File: src/rtl/core/mbp_pkg.sv
// ----------------------------------------------------------------------------
// mbp_pkg
// Shared types and constants of the monochrome bitmap plot/replicate block.
// ----------------------------------------------------------------------------
package mbp_pkg;

    localparam int STORE_BYTES_DEF = 8192;
    localparam int QUEUE_DEPTH_DEF = 4;

    localparam int COORD_W   = 10;  // x_pos, y_pos, repeat_count
    localparam int OFFS_W    = 8;   // x_offset, y_offset
    localparam int CFG_W     = 11;  // line_width, line_count
    localparam int ADDR_IN_W = 13;  // byte_address field
    localparam int ROWS_W    = 10;  // duplicate row count
    localparam int RB_W      = 8;   // bytes per row
    localparam int PIX_W     = 22;  // linear pixel index
    localparam int DPTR_W    = 20;  // duplicate byte pointers
    localparam int IDX_IN_W  = 8;   // config register index

    localparam logic [IDX_IN_W-1:0] REG_LINE_WIDTH = 8'd0;
    localparam logic [IDX_IN_W-1:0] REG_LINE_COUNT = 8'd1;

    localparam logic [CFG_W-1:0] LINE_WIDTH_RST = 11'd256;
    localparam logic [CFG_W-1:0] LINE_COUNT_RST = 11'd64;

    typedef enum logic [1:0] {
        OP_PLOT = 2'd0,
        OP_DUP  = 2'd1,
        OP_READ = 2'd2,
        OP_RSVD = 2'd3
    } op_t;

    typedef enum logic [1:0] {
        CMD_PLOT,
        CMD_DUP,
        CMD_READ,
        CMD_FAIL
    } cmd_kind_t;

    // pos: pixel index for plot, source byte for duplicate, byte for read
    typedef struct packed {
        cmd_kind_t          kind;
        logic               value;
        logic [PIX_W-1:0]   pos;
        logic [ROWS_W-1:0]  rows;
    } cmd_t;

    typedef struct packed {
        logic [CFG_W-1:0] line_width;
        logic [CFG_W-1:0] line_count;
    } cfg_t;

    typedef enum logic [2:0] {
        ST_CLEAR,
        ST_IDLE,
        ST_PLOT_WR,
        ST_READ_RD,
        ST_DUP,
        ST_DUP_TAIL,
        ST_DONE
    } bk_state_t;

endpackage

File: src/rtl/core/mbp_queue.sv
// ----------------------------------------------------------------------------
// mbp_queue
// Short command queue between front and back.
// ----------------------------------------------------------------------------
module mbp_queue #(
    parameter int DEPTH = mbp_pkg::QUEUE_DEPTH_DEF
) (
    input  logic          aclk,
    input  logic          aresetn,
    input  logic          push,
    input  mbp_pkg::cmd_t cmd_in,
    input  logic          pop,
    output mbp_pkg::cmd_t head,
    output logic          full,
    output logic          empty
);
    import mbp_pkg::*;

    localparam int IDX_W = (DEPTH > 1) ? $clog2(DEPTH) : 1;
    localparam int CNT_W = $clog2(DEPTH + 1);
    localparam logic [IDX_W-1:0] LAST_IDX = IDX_W'(DEPTH - 1);
    localparam logic [CNT_W-1:0] FULL_CNT = CNT_W'(DEPTH);

    cmd_t             entry [DEPTH];
    logic [IDX_W-1:0] wr_ptr_reg, wr_ptr_next;
    logic [IDX_W-1:0] rd_ptr_reg, rd_ptr_next;
    logic [CNT_W-1:0] count_reg, count_next;

    assign full  = (count_reg == FULL_CNT);
    assign empty = (count_reg == '0);
    assign head  = entry[rd_ptr_reg];

    always_comb begin
        wr_ptr_next = wr_ptr_reg;
        rd_ptr_next = rd_ptr_reg;
        count_next  = count_reg;
        if (push) begin
            wr_ptr_next = (wr_ptr_reg == LAST_IDX) ? '0 : wr_ptr_reg + 1'b1;
        end
        if (pop) begin
            rd_ptr_next = (rd_ptr_reg == LAST_IDX) ? '0 : rd_ptr_reg + 1'b1;
        end
        unique case ({push, pop})
            2'b10:   count_next = count_reg + 1'b1;
            2'b01:   count_next = count_reg - 1'b1;
            default: count_next = count_reg;
        endcase
    end

    always_ff @(posedge aclk) begin
        if (!aresetn) begin
            wr_ptr_reg <= '0;
            rd_ptr_reg <= '0;
            count_reg  <= '0;
        end else begin
            wr_ptr_reg <= wr_ptr_next;
            rd_ptr_reg <= rd_ptr_next;
            count_reg  <= count_next;
        end
    end

    always_ff @(posedge aclk) begin
        if (push) begin
            entry[wr_ptr_reg] <= cmd_in;
        end
    end

endmodule

File: config.mk
export PLATFORM = sky130hd
export DESIGN_NAME = mbp_queue
export DESIGN_NICKNAME = d
export VERILOG_FILES = /design/src/rtl/core/mbp_pkg.sv /design/src/rtl/core/mbp_queue.sv
export SDC_FILE = /design/constraint.sdc
export NUM_CORES = 1
export LEC_CHECK = 0
export ABC_AREA = 1
export BUFFER_PORTS_ARGS = -buffer_cell sky130_fd_sc_hd__buf_4
export CAP_MARGIN = 20
export CORE_MARGIN = 5
export CORE_UTILIZATION = 57
export CTS_BUF_LIST = sky130_fd_sc_hd__clkbuf_16
export DETAILED_ROUTE_END_ITERATION = 10
export PLACE_DENSITY = 0.91
export SETUP_SLACK_MARGIN = 0.15
export SYNTH_ARGS = -nofsm -noshare
export SYNTH_HDL_FRONTEND = slang
export SYNTH_SLANG_ARGS = --single-unit
File: constraint.sdc
create_clock -name aclk -period 1.91 [get_ports aclk]
set_clock_uncertainty 0.05 [all_clocks]
set_input_delay 0.382 -clock aclk [delete_from_list [all_inputs] [get_ports aclk]]
set_output_delay 0.382 -clock aclk [all_outputs]
set_load 0.1 [all_outputs]
Word level (Yosys, flattened, before mapping). Memories as Yosys holds them, arrays and structs flattened. A register that Yosys moved wholly into a read port is not among the register bits. Cells that the tools add are included. W data, S select, Z words.

Eq/ne operators: 5. $add $sub $neg: 4. Reductions and logical operators: 2. $lt $le $gt $ge: 0. Div/mod/pow operators: 0. Multiply operators: 0. Bitwise gates (word level): 0. Multiplexer cells: 7. Shifts and indexed selects: 0.

Operators with widths (count): $mux W2 (4); $eq A2 B2 Y1 const B (3); $pmux W3 S2 (1); $add A2 B1 Y2 const B (2); $add A3 B1 Y3 const B (1); $eq A3 B3 Y1 const B (1); $logic_not A3 Y1 (1); $sub A3 B1 Y3 const B (1); $eq A2 B1 Y1 const B (1); $mux W1 (2); $reduce_bool A2 Y1 (1).

Memories: 1. Output and inout port bits: 37. Bits in latches: 0. Bits in writable memories: 140. Register bits after elaboration: 7. Bits in read-only memories: 0.

Memory list: entry (depth 4, bits a word 35, rd ports 1, clocked after Yosys merged registers in 1, wr ports 1, line mbp_queue.sv:24) `cmd_t entry [DEPTH];`.

Logic depth before layout (Yosys ltp).
Word-level depth: 4. Depth in mapped cells: 10. Gate-level depth less buffers: 10.

Worst setup path after synthesis. OpenSTA, ideal clock, no wires.

Kind: register to output. Start point: register count_reg[2]. End point: output port full. Path slack: -924 ps. Path buffers: 0. Arrival: 2402 ps. Cell stages (with the launch flop): 3. Cells stage by stage: dfxtp_1 inv_1 nor3_1.

Longest elaborated chain between the ends: 1.

RTL lines: start: declaration (line mbp_queue.sv:27) `logic [CNT_W-1:0] count_reg, count_next;`; start signal: assignment (line mbp_queue.sv:58) `count_reg <= count_next;`; $eq A3 B3 Y1 (line mbp_queue.sv:29) `assign full = (count_reg == FULL_CNT);`; end: declaration (line mbp_queue.sv:14) `output logic full,`.

No other way between the ends.

==> results.json <==
{
  "timing.rr.start": "wr_ptr_reg[0]",
  "syn-instance-count": 398,
  "drc": 0,
  "die_h_um": 110,
  "min_path_type": "primary input to flip-flop",
  "nFillCells": 361,
  "synth_edf_count": 140,
  "gp_congestion": 0.756,
  "r2r_setup_slack_ns": 0.33,
  "ir_worst_vdd_v": 0.000864,
  "ctsLongestPathBuffers": 2,
  "p_leak_nw": 3.00,
  "min_from": "cmd_in[22]",
  "end_kind": "primary output",
  "hpwl_mm": 8.02,
  "cts_tree": "yes",
  "dieArea_mm2": 0.0120,
  "setup_slack_ns": -0.267,
  "worst-path-stages": 5,
  "ys_types": 19,
  "drt-total-wl_mm": 18.9,
  "critical-path-top-delay-family": "flip-flops",
  "antenna_left": 0,
  "drv_cap": 0,
  "antenna_cells": 0,
  "yosys.area.top_type": "edfxtp_1",
  "ios": 76,
  "worst-path-buf-inv": 3,
  "power.density_mw_per_mm2": 1150,
  "synth_seq_cells": 149,
  "holdPathStages": 1,
  "coreArea_mm2": 0.00973,
  "antenna_found_initial": 0,
  "r2r_end": "entry[2][9]",
  "synth_top_flop_cell": "edfxtp_1",
  "whs_endpoint": "entry[0][22]",
  "die_x_um": 110,
  "worst_slew_pin_slew_ns": 0.378,
  "pre_cts_ws_ns": 0.0817,
  "start_util_pct": 58.1,
  "via_per_inst": 6.33,
  "rsz0062_at_grt": "true",
  "cts_max_level": 4,
  "critPathMaxStageDelay_ns": 0.49,
  "final_layout_size_suffix_gt1_share_pct": 50.3,
  "cts_sinks": 149,
  "placed_cells": 601,
  "grt.overflow.total": 0,
  "grt_pass1_wl_mm": 26.0,
  "synth_warnings": 0,
  "finalSetupViolations": 35,
  "grt_start_max_net_pins": 36,
  "syn_area_mm2": 0.00565,
  "critPathLaunchType": "flip-flop",
  "hold_violations": 0,
  "portBuffers": 75,
  "synth_top_area_share_pct": 74.4,
  "whs_ns": 0.0996,
  "min_period_ns": 2.18,
  "reg2reg_depth": 5,
  "path_cells": "inv_8, buf_16, o21ai_4, o22ai_4, buf_12",
  "violations": "setup timing",
  "worstSetupPathType": "flip-flop to primary output",
  "cts_root_buffer": "clkbuf_16",
  "drt_first_pass_iters": 5,
  "status": "finished with violations",
  "via_count": 4054,
  "nets": 540,
  "crit_fanout": 13,
  "fmax_mhz": 459,
  "track_usage_pct": 31.2,
  "cts_made_buffers": 17,
  "synth_area_per_cell_um2": 14.2,
  "relSlewSlack_pct": 74.6,
  "ys_top_cells_by_count": "edfxtp_1, nor2_1, o21ai_0",
  "stdcell_count": 640,
  "syn_to_final_growth_pct": 52.2,
  "grt_pass1_vias": 4203,
  "detail_route.wl_per_cell_um": 29.6,
  "clk_latency_ns": 0.43,
  "syn_nets": 444,
  "row_count": 36,
  "total_power_w": 0.00986,
  "crit_required_ns": 1.48,
  "largest_register_ffs": 140,
  "maxSlewViolCount": 0,
  "synthTopCellsByArea": "edfxtp_1, nor2_1, o22ai_1, o21ai_0, dfxtp_1",
  "drtIter0Drc": 454,
  "arrival_ns": 1.74,
  "synthArstFlopShare_pct": 0,
  "ctsHoldBuffers": 0,
  "yosysMostFrequentCell": "edfxtp_1",
  "post-route-util_pct": 88.4,
  "clkSlewWorstSetupHoldPaths_ns": 0.08,
  "ys_seq_area_share_pct": 77.5,
  "fin_crit_sh_pct": 114,
  "crit_slowest_cell": "dfxtp_4"
}
## kinds of logic (layout without fill, tap and decap cells)
family | after synthesis | in the layout | synth area share [%]
flip-flops | 149 | 149 | 77.5
AO/OA/AOI/OAI | 114 | 114 | 10.9
AND/OR/NAND/NOR | 89 | 89 | 6.06
buffers and inverters | 39 | 148 | 3.85
adder cells (fa/ha/maj) | 7 | 7 | 1.68
## how the worst max path moves through the flow
stage                 startpoint       end  slack, ns
floorplan           count_reg[2]      full      -0.08
global placement       flip-flop   head[1]       0.19
detailed placement     flip-flop  head[34]       0.08
CTS                    flip-flop  head[33]      -0.18
global route           flip-flop  head[29]      -0.29
finish                 flip-flop  head[29]      -0.27
## per-stage QoR
| stage | setup TNS [ns] | cell area [um2] |
|---|---|---|
| after CTS | -5.32 | 8300 |
| after global routing | -8.45 | 8600 |
| final | -7.23 | 8600 |
| after floorplan | -0.156 | 6150 |
| after global placement | 0 | 6970 |
| after detailed placement | 0 | 6970 |
## metal layers
| layer | track usage (%) | up-vias | share of wire, % |
|---|---|---|---|
| met1 | 36.8 | 2017 | 33 |
| li1 | - | 1677 | - |
| met2 | 54.5 | 304 | 53 |
| met3 | 8.22 | 56 | 9.2 |
| met5 | 0 | - | 0 |
| met4 | 12.1 | 0 | 4.4 |
## worst reg2reg max path, cell delays in order, from the launching register on
cell and delay (ns):
dfxtp_1 0.37, inv_1 0.11, ha_1 0.16, nand2_1 0.08, inv_2 0.24, buf_12 0.26
## report_power, final
| part | leakage, nW | internal (W) | switching, W | total (W) |
|---|---|---|---|---|
| Combinational | 1.35 | 0.000880 | 0.00165 | 0.00253 |
| Clock | 0.292 | 0.00198 | 0.00154 | 0.00352 |
| Sequential | 1.36 | 0.00372 | 0.0000843 | 0.00381 |
## placed cells by master (no fill, tap or decap), drive strengths merged
cell type	n
nand2	8
inv	28
clkbuf	20
dfxtp	9
clkinv	1
clkinvlp	2
edfxtp	140
o22ai	35
o21ai	74
nor2	75
nand3	1
a21oi	5
fa	1
bufinv	2
nor3	4
ha	6
nand4	1
buf	95
## what timing repair did
| action | 4_1_cts | 5_1_grt |
|---|---|---|
| endpoints found under the hold margin | 0 | 0 |
| endpoints found under the setup margin | 35 | 36 |
| buffers inserted | 2 | 0 |
| gates cloned | 2 | 3 |
| pin swaps | 3 | 2 |
| resized for setup | 198 | 61 |
## area by class of cell
cell class / count / area (um2) / share of cell area [%]
clock inverter: 15 / 179 / 2.08
sequential: 149 / 4390 / 51.0
multi-input combinational: 210 / 1940 / 22.5
timing repair buffer: 98 / 1430 / 16.6
tap: 133 / 166 / 1.93
inverter: 18 / 80.1 / 0.931
clock buffer: 17 / 425 / 4.94
(Power assumes the default switching activity.)
