[src/rtl/core/mbp_pkg.sv]
// ----------------------------------------------------------------------------
// mbp_pkg
// Shared types and constants of the monochrome bitmap plot/replicate block.
// ----------------------------------------------------------------------------
package mbp_pkg;

    localparam int STORE_BYTES_DEF = 8192;
    localparam int QUEUE_DEPTH_DEF = 4;

    localparam int COORD_W   = 10;  // x_pos, y_pos, repeat_count
    localparam int OFFS_W    = 8;   // x_offset, y_offset
    localparam int CFG_W     = 11;  // line_width, line_count
    localparam int ADDR_IN_W = 13;  // byte_address field
    localparam int ROWS_W    = 10;  // duplicate row count
    localparam int RB_W      = 8;   // bytes per row
    localparam int PIX_W     = 22;  // linear pixel index
    localparam int DPTR_W    = 20;  // duplicate byte pointers
    localparam int IDX_IN_W  = 8;   // config register index

    localparam logic [IDX_IN_W-1:0] REG_LINE_WIDTH = 8'd0;
    localparam logic [IDX_IN_W-1:0] REG_LINE_COUNT = 8'd1;

    localparam logic [CFG_W-1:0] LINE_WIDTH_RST = 11'd256;
    localparam logic [CFG_W-1:0] LINE_COUNT_RST = 11'd64;

    typedef enum logic [1:0] {
        OP_PLOT = 2'd0,
        OP_DUP  = 2'd1,
        OP_READ = 2'd2,
        OP_RSVD = 2'd3
    } op_t;

    typedef enum logic [1:0] {
        CMD_PLOT,
        CMD_DUP,
        CMD_READ,
        CMD_FAIL
    } cmd_kind_t;

    // pos: pixel index for plot, source byte for duplicate, byte for read
    typedef struct packed {
        cmd_kind_t          kind;
        logic               value;
        logic [PIX_W-1:0]   pos;
        logic [ROWS_W-1:0]  rows;
    } cmd_t;

    typedef struct packed {
        logic [CFG_W-1:0] line_width;
        logic [CFG_W-1:0] line_count;
    } cfg_t;

    typedef enum logic [2:0] {
        ST_CLEAR,
        ST_IDLE,
        ST_PLOT_WR,
        ST_READ_RD,
        ST_DUP,
        ST_DUP_TAIL,
        ST_DONE
    } bk_state_t;

endpackage

[src/rtl/core/mbp_front.sv]
// ----------------------------------------------------------------------------
// mbp_front
// Accepts transactions, clips and classifies them, forms the store index.
// ----------------------------------------------------------------------------
module mbp_front #(
    parameter int STORE_BYTES = mbp_pkg::STORE_BYTES_DEF
) (
    input  logic          aclk,
    input  logic          aresetn,
    input  mbp_pkg::cfg_t cfg,
    input  logic          clear_busy,
    input  logic          s_tvalid,
    output logic          s_tready,
    input  logic [63:0]   s_tdata,
    input  logic [1:0]    s_tuser,
    input  logic          q_full,
    output logic          q_push,
    output mbp_pkg::cmd_t q_cmd
);
    import mbp_pkg::*;

    logic                 accept;
    logic [COORD_W-1:0]   x_pos, y_pos, repeat_count;
    logic [OFFS_W-1:0]    x_offset, y_offset;
    logic                 pixel_value;
    logic [ADDR_IN_W-1:0] byte_address;
    op_t                  op;

    logic [CFG_W-1:0]     col, row, rows_avail;

    logic                 h_valid_reg, h_valid_next;
    cmd_kind_t            h_kind_reg, h_kind_next;
    logic                 h_value_reg;
    logic [CFG_W-1:0]     h_mul_a_reg, h_mul_a_next;
    logic [CFG_W-1:0]     h_mul_b_reg, h_mul_b_next;
    logic [ADDR_IN_W-1:0] h_add_reg, h_add_next;
    logic [ROWS_W-1:0]    h_rows_reg, h_rows_next;
    logic [PIX_W-1:0]     prod;

    assign x_pos        = s_tdata[9:0];
    assign y_pos        = s_tdata[19:10];
    assign x_offset     = s_tdata[27:20];
    assign y_offset     = s_tdata[35:28];
    assign pixel_value  = s_tdata[36];
    assign repeat_count = s_tdata[46:37];
    assign byte_address = s_tdata[59:47];
    assign op           = op_t'(s_tuser);

    assign q_push   = h_valid_reg && !q_full;
    assign s_tready = !clear_busy && (!h_valid_reg || !q_full);
    assign accept   = s_tvalid && s_tready;

    assign col        = {1'b0, x_pos} + {3'b000, x_offset};
    assign row        = {1'b0, y_pos} + {3'b000, y_offset};
    assign rows_avail = cfg.line_count - 11'd1 - {1'b0, y_pos};

    always_comb begin
        h_kind_next  = CMD_FAIL;
        h_mul_a_next = '0;
        h_mul_b_next = '0;
        h_add_next   = '0;
        h_rows_next  = '0;
        unique case (op)
            OP_PLOT: begin
                if ({1'b0, x_pos} >= cfg.line_width || {1'b0, y_pos} >= cfg.line_count ||
                    col >= cfg.line_width || row >= cfg.line_count) begin
                    h_kind_next = CMD_FAIL;
                end else begin
                    h_kind_next = CMD_PLOT;
                end
                h_mul_a_next = row;
                h_mul_b_next = cfg.line_width;
                h_add_next   = ADDR_IN_W'(col);
            end
            OP_DUP: begin
                h_kind_next  = ({1'b0, y_pos} >= cfg.line_count) ? CMD_FAIL : CMD_DUP;
                h_mul_a_next = {1'b0, y_pos};
                h_mul_b_next = {3'b000, cfg.line_width[CFG_W-1:3]};
                // clamp to rows that exist below the source
                h_rows_next  = ({1'b0, repeat_count} <= rows_avail) ? repeat_count
                                                                    : rows_avail[ROWS_W-1:0];
            end
            OP_READ: begin
                h_kind_next = (32'(byte_address) < 32'(STORE_BYTES)) ? CMD_READ : CMD_FAIL;
                h_add_next  = byte_address;
            end
            OP_RSVD: begin
                h_kind_next = CMD_FAIL;
            end
        endcase
    end

    always_comb begin
        h_valid_next = h_valid_reg;
        if (accept) begin
            h_valid_next = 1'b1;
        end else if (q_push) begin
            h_valid_next = 1'b0;
        end
    end

    always_ff @(posedge aclk) begin
        if (!aresetn) begin
            h_valid_reg <= 1'b0;
        end else begin
            h_valid_reg <= h_valid_next;
        end
    end

    always_ff @(posedge aclk) begin
        if (accept) begin
            h_kind_reg  <= h_kind_next;
            h_value_reg <= pixel_value;
            h_mul_a_reg <= h_mul_a_next;
            h_mul_b_reg <= h_mul_b_next;
            h_add_reg   <= h_add_next;
            h_rows_reg  <= h_rows_next;
        end
    end

    assign prod = PIX_W'(h_mul_a_reg) * PIX_W'(h_mul_b_reg);

    assign q_cmd.kind  = h_kind_reg;
    assign q_cmd.value = h_value_reg;
    assign q_cmd.pos   = prod + PIX_W'(h_add_reg);
    assign q_cmd.rows  = h_rows_reg;

endmodule

[config.mk]
export PLATFORM = sky130hd
export DESIGN_NAME = mbp_front
export DESIGN_NICKNAME = d
export VERILOG_FILES = /design/src/rtl/core/mbp_pkg.sv /design/src/rtl/core/mbp_front.sv
export SDC_FILE = /design/constraint.sdc
export NUM_CORES = 1
export LEC_CHECK = 0
export BUFFER_PORTS_ARGS = -buffer_cell sky130_fd_sc_hd__buf_4
export CORE_ASPECT_RATIO = 1.75
export CORE_MARGIN = 4
export CORE_UTILIZATION = 60
export DETAILED_ROUTE_END_ITERATION = 16
export PLACE_DENSITY = 0.87
export SLEW_MARGIN = 30
export SYNTH_ARGS = -nofsm -noshare
export SYNTH_HDL_FRONTEND = slang
export SYNTH_SLANG_ARGS = --single-unit
[constraint.sdc]
create_clock -name aclk -period 6.6 [get_ports aclk]
set_input_delay 0.66 -clock aclk [delete_from_list [all_inputs] [get_ports aclk]]
set_output_delay 0.66 -clock aclk [all_outputs]
set_load 0.1 [all_outputs]
# --- After elaboration in Yosys (flattened, before gate mapping) ---
# Cells that the tools add are included.
classes:
  n_addsub: 5
  n_div: 0
  shifts: 0
  eq_ne: 3
  n_reduce_logical: 12
  mul: 1
  muxes: 9
  magnitude_cmp: 5
  n_bitwise: 0
op_table:
  columns: ["operator", "n"]
  rows:
  - ["$pmux W11 S2", 2]
  - ["$pmux W13 S2", 1]
  - ["$add A10 B8 Y11", 2]
  - ["$add A22 B13 Y22", 1]
  - ["$ge A10 B11 Y1", 2]
  - ["$ge A11 B11 Y1", 2]
  - ["$mul A11 B11 Y22", 1]
  - ["$le A10 B11 Y1", 1]
  - ["$sub A11 B1 Y11 const B", 1]
  - ["$sub A11 B10 Y11", 1]
  - ["$mux W10", 1]
  - ["$pmux W2 S4", 1]
  - ["$eq A2 B2 Y1 const B", 2]
  - ["$logic_or A1 B1 Y1", 4]
  - ["$mux W2", 2]
  - ["$logic_and A1 B1 Y1", 3]
  - ["$logic_not A1 Y1", 3]
  - ["$eq A2 B1 Y1 const B", 1]
  - ["$logic_not A2 Y1", 1]
  - ["$mux W1", 2]
  - ["$reduce_bool A2 Y1", 1]
word_totals:
  word_cells: 42
  ram_bits: 0
  in_bits: 93
  regBits: 49
  latchBits: 0
  memories: 0
  rom_bits: 0

# --- Longest topological paths before layout ---
# Gate-level depths: netlist of the first run.
depth:
  word_depth: 6
  ltp_mapped: 21
  ltp_nobuf: 20

# --- Worst setup path before layout of the first run ---
# No wires, ideal clock.
synth_timing:
  path_type: "reg-to-output"
  startpoint: "reg h_mul_b_reg[2]"
  endpoint: "out q_cmd[30] (netlist bit)"
  arrival_time_ns: 6.961
  stages_incl_launch_ff: 19
  slack_ns: -1.021
  required_ns: 5.940
  cell_sequence: "edfxtp_1 > clkbuf_1 > nand2_1 > fa_1 > fa_1 > fa_1 > inv_1 > fa_1 > inv_1 > fa_1 > inv_1 > ha_1 > a21o_1 > a21o_1 > a21oi_1 > nor2_1 > a211o_1 > a21o_1 > a311oi_1"
synth_lines:
  columns: ["element", "line_no", "source"]
  rows:
  - ["from (decl)", "mbp_front.sv:35", "logic [CFG_W-1:0] h_mul_b_reg, h_mul_b_next;"]
  - ["from (signal assigned)", "mbp_front.sv:115", "h_mul_b_reg <= h_mul_b_next;"]
  - ["to (decl)", "mbp_front.sv:18", "output mbp_pkg::cmd_t q_cmd"]

==> results_dict.tcl, run 1 <==
set metrics [dict create \
    rows 58 \
    synthTopCellsByArea "fa_1, ha_1, edfxtp_1" \
    slew_headroom 0.585 \
    hold_viol 0 \
    viasPerCell 5.73 \
    syn_area_um2 8880 \
    cts.sinks 49 \
    path_cells "nand2_1 > fa_1 > fa_1 > fa_1 > inv_1 > fa_1 > inv_1 > fa_1 > inv_1 > ha_1 > a21o_1 > a21o_1 > a21oi_1 > nor2_1 > a211o_1 > a21o_1 > a21boi_2 > xnor2_2 > buf_8" \
    first_pass_iters 5 \
    status "completed" \
    critPathMostFrequentCell "fa_1" \
    dp_slack_ns 0.343 \
    whs_ns 0.549 \
    worst-path-buf-inv 4 \
    min_to "h_value_reg" \
    clock_latency_ns 0.29 \
    path_delay_family "adder cells" \
    cts_tree "built" \
    grt_max_degree 50 \
    grtUsageTotal 0.255 \
    die_w_um 100 \
    worst-setup-path-type "register to primary output" \
    routed_wl_um 21400 \
    avgSynthCellArea_um2 8.86 \
    synth_nets 1328 \
    grt_pass1_vias 7863 \
    finClkSkew_ns 0.00670 \
    async_flop_share 0 \
    worst-slew-pin-transition_ns 0.622 \
    ioPinCount 130 \
    rr_endpoint "h_add_reg[6]" \
    cts_max_level 2 \
    largest_reg_flops 13 \
    reg2reg_slack_ns 5.05 \
    gp_congestion 0.940 \
    vias 7495 \
    finalSetupTns_ns 0 \
    fmax_mhz 157 \
    grt_remaining_overflow 0 \
    dpl.hpwl_um 17800 \
    slowest_stage "fa_1" \
    grt_antenna_before_repair 0 \
    route.detailed.wl_per_inst_um 16.3 \
    yosysSeqAreaShare 0.165 \
    finalMaxSlewViolations 0 \
    required_ns 5.94 \
    crit_fanout 6 \
    whs_path_depth 1 \
    ys_warn_count 0 \
    grt_pass1_wl_um 35100 \
    synth_edf_count 48 \
    hp-start "s_tdata[36]" \
    port_buffers 125 \
    drive_gt1_frac 0.157 \
    slowest_delay_ns 0.58 \
    ant_nets 0 \
    timing.final.crit_share 0.963 \
    period_needed_ns 6.36 \
    yosysTopAreaCell "fa_1" \
    crit_path_start_kind "register" \
    yosys.cell_types.count 56 \
    cts.clk_slew.worst_paths_ns 0.06 \
    clock_path_buffers 2 \
    cts_made_buffers 5 \
    synth-main-ff-cell "edfxtp_1" \
    drt-initial-drc-count 360 \
    finalSetupViolCount 0 \
    end_kind "primary output" \
    hold_class "input pin to register" \
    fp.coreArea_um2 14400 \
    layout_commonest_cell "inv_1" \
    yosysTopAreaCellShare 0.216 \
    mostFrequentLayoutCells "inv_1, buf_4, ha_1, nand2_1, fa_1" \
    syn_inst 1002 \
    arrival_ns 5.70 \
    maxCapViolations 0 \
    drc 0 \
    fillerInstances 1026 \
    hold_buffers 0 \
    ys_seq_elements 49 \
    fin_nets 1453 \
    layout_setup_ws_ns 0.242 \
    reg2reg_from "h_valid_reg" \
    cts-root-buf "clkbuf_16" \
    initial_core_util 0.615 \
    fp.dieArea_um2 16900 \
    antenna_cells 0 \
    die_h_um 169 \
    r2r_cells 3 \
    area_growth_pct 16.5 \
]
==> cell families (layout without fill, tap and decap cells) <==
logic type | Yosys count | count (layout) | synth area share
AOI/OAI and AO/OA | 157 | 157 | 0.116
xor gates and xnor gates | 39 | 39 | 0.0385
adders and majority gates | 233 | 233 | 0.409
buffers and inverters | 217 | 343 | 0.0921
DFF | 49 | 49 | 0.165
muxes | 23 | 23 | 0.0259
and+or+nand+nor | 284 | 284 | 0.154
==> synthesized netlist by cell type, drive strengths merged (9+ instances only) <==
| cell | number |
|---|---|
| nor2 | 47 |
| inv | 184 |
| a21oi | 51 |
| o21ai | 26 |
| nand3 | 11 |
| and2 | 52 |
| mux2i | 23 |
| nand4 | 9 |
| ha | 137 |
| nor2b | 14 |
| o21a | 18 |
| xnor2 | 29 |
| nor3 | 13 |
| clkbuf | 29 |
| fa | 96 |
| nand2b | 10 |
| nand2 | 112 |
| edfxtp | 48 |
| a21o | 16 |
| xor2 | 10 |
==> metal layers <==
| layer | wire length (um) | global-route usage |
|---|---|---|
| met3 | 872 | 0.0177 |
| met2 | 12300 | 0.498 |
| met5 | 0 | 0 |
| met1 | 7280 | 0.268 |
| met4 | 938 | 0.123 |
==> final cells by class <==
class | instances | area [um2] | area share
Sequential cell | 49 | 1460 | 0.141
Clock buffer | 5 | 125 | 0.0121
Multi-Input combinational cell | 736 | 6650 | 0.643
Tap cell | 180 | 225 | 0.0218
Timing Repair Buffer | 150 | 1140 | 0.110
Inverter | 185 | 694 | 0.0671
Clock inverter | 3 | 46.3 | 0.00448
==> worst max path at each step <==
stage | endpoint | start | cells after the start | slack [ns]
floorplan | q_cmd[30] | h_mul_b_reg[2] | 18 | -0.07
detailed placement | q_cmd[31] | h_mul_b_reg[3] | 19 | 0.34
finish | q_cmd[28] | h_mul_a_reg[7] | 19 | 0.24
global route | q_cmd[31] | h_mul_a_reg[7] | 19 | -0.03
global placement | q_cmd[31] | h_mul_b_reg[3] | 19 | 0.44
CTS | q_cmd[31] | h_mul_b_reg[3] | 19 | 0.02
==> stage by stage <==
stage	utilization	cell area, um2	std cells
after detailed placement	0.695	10000	1286
after floorplan	-	8910	1002
after global placement	0.695	10000	1286
after CTS	0.707	10200	1294
after global routing	0.716	10300	1308
final	0.716	10300	1308
==> what timing repair did <==
action | in CTS | in global routing
resized for setup | 0 | 7
setup endpoints to repair | 0 | 5
buffers inserted | 0 | 14
Power of run 1 is not shown: default switching activity piles up to over one toggle a cycle in this logic, so the estimate is an artifact.
==> inputs of run 2 (changes only) <==
Clock period 6.6 ns to 6.3 ns, I/O delays scaled along.
==> run 2 against run 1 <==
Net effect: register-to-register slack worse by 0.20 ns; sequential cell count unchanged; wire length increased by 8.9%; design area rose by 2.9%.
==> results_dict.tcl, run 2 (same netlist as run 1, synthesis figures left out) <==
set metrics [dict create \
    grt_max_degree 50 \
    path_cells "and2_1 > fa_1 > fa_1 > fa_1 > fa_1 > inv_1 > fa_1 > inv_1 > ha_2 > nand3_2 > nor2_2 > a21oi_4 > a21oi_4 > a31oi_4 > a221oi_2 > o21ai_2 > buf_12" \
    rows 58 \
    viasPerCell 5.77 \
    cts_tree "built" \
    area_growth_pct 19.8 \
    critPathMostFrequentCell "fa_1" \
    use_met2 0.534 \
    cts_max_level 2 \
    initial_core_util 0.615 \
    grtUsageTotal 0.265 \
    finalMaxSlewViolations 0 \
    cts.clk_slew.worst_paths_ns 0.07 \
    die_w_um 100 \
    fp.dieArea_um2 16900 \
    ant_nets 0 \
    required_ns 5.67 \
    worst-slew-pin-transition_ns 0.911 \
    grt_antenna_before_repair 0 \
    drt-initial-drc-count 426 \
    timing.final.crit_share 0.988 \
    reg2reg_slack_ns 4.85 \
    grtUsageMet3 0.0177 \
    drc 0 \
    cts_made_buffers 5 \
    cts-root-buf "clkbuf_16" \
    route.detailed.wl_per_inst_um 17.6 \
    clock_path_buffers 2 \
    crit_fanout 11 \
    use_met1 0.262 \
    layout_setup_ws_ns 0.0726 \
    clock_latency_ns 0.30 \
    vias 7651 \
    drive_gt1_frac 0.190 \
    slew_headroom 0.391 \
    cts.sinks 49 \
    arrival_ns 5.60 \
    finClkSkew_ns 0.00445 \
    grt_pass1_wl_um 35800 \
    routed_wl_um 23300 \
    r2r_cells 2 \
    die_h_um 169 \
    status "completed" \
    largest_reg_flops 13 \
    fin_nets 1470 \
    crit_path_start_kind "register" \
    dp_slack_ns 0.00730 \
    fillerInstances 1016 \
    grt_pass1_vias 7941 \
    end_kind "primary output" \
    first_pass_iters 7 \
    layout_commonest_cell "inv_1" \
    antenna_cells 0 \
    gp_congestion 0.933 \
    period_needed_ns 6.23 \
    whs_path_depth 1 \
    fp.coreArea_um2 14400 \
    finalSetupViolCount 0 \
    fmax_mhz 161 \
    hold_viol 0 \
    grt_remaining_overflow 0 \
    grt_busiest_layer "met2" \
    port_buffers 125 \
    dpl.hpwl_um 18700 \
    worst-setup-path-type "register to primary output" \
    maxCapViolations 0 \
    hold_class "input pin to register" \
    mostFrequentLayoutCells "inv_1, buf_4, ha_1, nand2_1, fa_1" \
    slowest_delay_ns 0.60 \
    slowest_stage "edfxtp_1" \
    ioPinCount 130 \
]
run 2: metrics by stage:
| stage | hold slack [ns] | utilization | cell area [um2] | instances | setup TNS, ns |
|---|---|---|---|---|---|
| after global placement | 0.521 | 0.699 | 10100 | 1289 | 0 |
| after detailed placement | 0.574 | 0.699 | 10100 | 1289 | 0 |
| after floorplan | 0.493 | - | 8940 | 1002 | -0.356 |
| after CTS | 0.503 | 0.720 | 10400 | 1312 | 0 |
| final | 0.507 | 0.737 | 10600 | 1325 | 0 |
| after global routing | 0.503 | 0.737 | 10600 | 1325 | -0.142 |
run 2: worst paths after layout:
| path | end | start |
|---|---|---|
| hold / removal | h_value_reg | s_tdata[36] |
| setup reg to reg | h_add_reg[1] | h_valid_reg |
| setup / recovery | q_cmd[31] | h_mul_b_reg[8] |
| hold reg to reg | h_valid_reg | h_valid_reg |
run 2: what timing repair did:
item	in CTS	in global routing
hold endpoints to repair	0	0
buffers inserted	15	14
pin swaps	2	23
hold buffers	0	0
resized for setup	10	34
endpoints found under the setup margin	6	6
run 2: area by class of cell:
class / count / area (um2) / share of cell area
inverter: 185 / 694 / 0.0652
timing repair buffer: 167 / 1300 / 0.122
multi-input combinational: 736 / 6820 / 0.640
clock buffer: 5 / 125 / 0.0118
clock inverter: 3 / 21.3 / 0.00200
tap: 180 / 225 / 0.0212
sequential: 49 / 1460 / 0.137
run 2: critical path: cells and delay by family, from the launching register on:
kind	cells	cell delay [ns]
adders and majority gates	6	2.96
AOI/OAI and AO/OA	5	0.86
DFF	1	0.60
and+or+nand+nor	3	0.59
buffers and inverters	3	0.29
run 2: routing by layer:
metal  share of wire  vias up  wire, um
met5               0        -         0
met4           0.059        0      1370
met3           0.049      108      1150
met2            0.57      321     13300
met1            0.32     3670      7450
li1                -     3552         -
Power of run 2 is left out for the same reason.
==> inputs of run 3 (changes only) <==
Settings changed: CELL_PAD_IN_SITES_DETAIL_PLACEMENT from default to 2, CELL_PAD_IN_SITES_GLOBAL_PLACEMENT from default to 2, CORE_UTILIZATION 60 to 37, PLACE_DENSITY 0.87 to 0.88.
==> run 3 against run 2 <==
Net effect: the run now ends with setup timing left; clock skew is 0.0044 ns higher; wire length is 66% higher; via count is 5.4% higher; die area is 58% higher; cell count is 11% higher; global-route usage is 2.1 points lower; hold slack worse by 0.0022 ns; critical path type unchanged.
==> results_dict.tcl, run 3 (same netlist as run 1, synthesis figures left out) <==
set metrics [dict create \
    status "finished with violations" \
    violations "setup timing" \
    drive_gt1_frac 0.207 \
    maxCapViolations 0 \
    period_needed_ns 6.31 \
    layout_commonest_cell "inv_1" \
    grt_antenna_before_repair 0 \
    dpl.hpwl_um 27300 \
    grtUsageTotal 0.244 \
    finClkSkew_ns 0.00884 \
    grt_remaining_overflow 0 \
    die_w_um 125 \
    cts_made_buffers 5 \
    cts_max_level 2 \
    drt-initial-drc-count 414 \
    viasPerCell 5.50 \
    clock_path_buffers 2 \
    cts.clk_slew.worst_paths_ns 0.08 \
    hold_viol 0 \
    routed_wl_um 38700 \
    mostFrequentLayoutCells "inv_1, buf_4, ha_1, nand2_1, fa_1" \
    rsz0062_at_grt "true" \
    initial_core_util 0.378 \
    drc 0 \
    hold_buffers 0 \
    crit_fanout 5 \
    fp.coreArea_um2 23500 \
    ioPinCount 130 \
    grt_pass1_vias 9341 \
    finalMaxSlewViolations 0 \
    route.detailed.wl_per_inst_um 26.4 \
    port_buffers 125 \
    first_pass_iters 4 \
    arrival_ns 5.68 \
    antenna_cells 0 \
    hold_class "input pin to register" \
    timing.final.crit_share 1.00 \
    ant_nets 0 \
    required_ns 5.67 \
    cts.sinks 49 \
    vias 8064 \
    worst-setup-path-type "register to primary output" \
    whs_ns 0.505 \
    grt_max_degree 40 \
    cts-root-buf "clkbuf_16" \
    layout_setup_ws_ns -0.00677 \
    cts_tree "built" \
    fmax_mhz 159 \
    worst-slew-pin-transition_ns 0.653 \
    area_growth_pct 23.5 \
    fin_nets 1488 \
    slew_headroom 0.564 \
    finalSetupViolCount 2 \
    largest_reg_flops 13 \
    crit_path_start_kind "register" \
    gp_congestion 0.867 \
    fp.dieArea_um2 26600 \
    end_kind "primary output" \
    grt_pass1_wl_um 50800 \
    rows 74 \
    clock_latency_ns 0.31 \
    die_h_um 213 \
]
[run 3: changes by cell type in the layout (fill, tap and decap cells not counted), sizes merged]
cell	change
buf	+18
bufinv	+1
clkbuf	+1
clkinvlp	-1
inv	-1
[run 3: critical path, stage by stage, from the launching register on]
cell and delay (ns):
edfxtp_1 0.45, buf_4 0.20, buf_4 0.16, and2_1 0.18, fa_1 0.51, ha_1 0.28, fa_1 0.55, inv_1 0.05
fa_1 0.47, fa_1 0.55, inv_1 0.05, ha_1 0.32, nor2b_1 0.16, o31a_1 0.30, a211o_1 0.34, a21o_4 0.24
a21boi_2 0.18, xnor2_2 0.14, buf_8 0.22
[run 3: final cells by class]
type / instances / area (um2)
fill: 2549 / 12600
multi-input combinational: 736 / 6820
sequential: 49 / 1460
timing repair buffer: 185 / 1440
inverter: 185 / 694
tap: 304 / 380
clock buffer: 6 / 129
clock inverter: 2 / 33.8
[run 3: metal layers]
| layer | routed length, um | track usage | up-vias |
|---|---|---|---|
| met3 | 1260 | 0.0253 | 137 |
| met1 | 12600 | 0.223 | 4082 |
| met5 | 0 | 0 | - |
| met2 | 21900 | 0.506 | 264 |
| met4 | 2900 | 0.142 | 0 |
| li1 | - | - | 3581 |
[run 3: metrics by stage]
stage | utilization | setup WS, ns | std cells | area, um2 | setup TNS [ns]
detailed placement | 0.439 | -0.0325 | 1424 | 10300 | -0.0512
finish | 0.466 | -0.00677 | 1467 | 11000 | -0.0101
global route | 0.466 | -0.196 | 1467 | 11000 | -0.861
CTS | 0.453 | 0.00184 | 1442 | 10700 | 0
global placement | 0.439 | 0.153 | 1424 | 10300 | 0
floorplan | - | -0.343 | 1002 | 8940 | -0.356
[run 3: path summary, 6_finish.rpt]
kind,depth (start not counted),from,slack (ns),to
setup / recovery,18,h_mul_a_reg[2],-0.007,q_cmd[28]
hold / removal,1,s_tdata[36],0.51,h_value_reg
setup reg to reg,3,h_valid_reg,4.47,h_add_reg[12]
hold reg to reg,2,h_valid_reg,0.56,h_valid_reg
[run 3: timing repair]
| item | 4_1_cts | 5_1_grt |
|---|---|---|
| pin swaps | 1 | 25 |
| gates resized for setup | 17 | 36 |
| buffers inserted | 10 | 25 |
| endpoints found under the setup margin | 6 | 10 |
Power of run 3 is left out for the same reason.
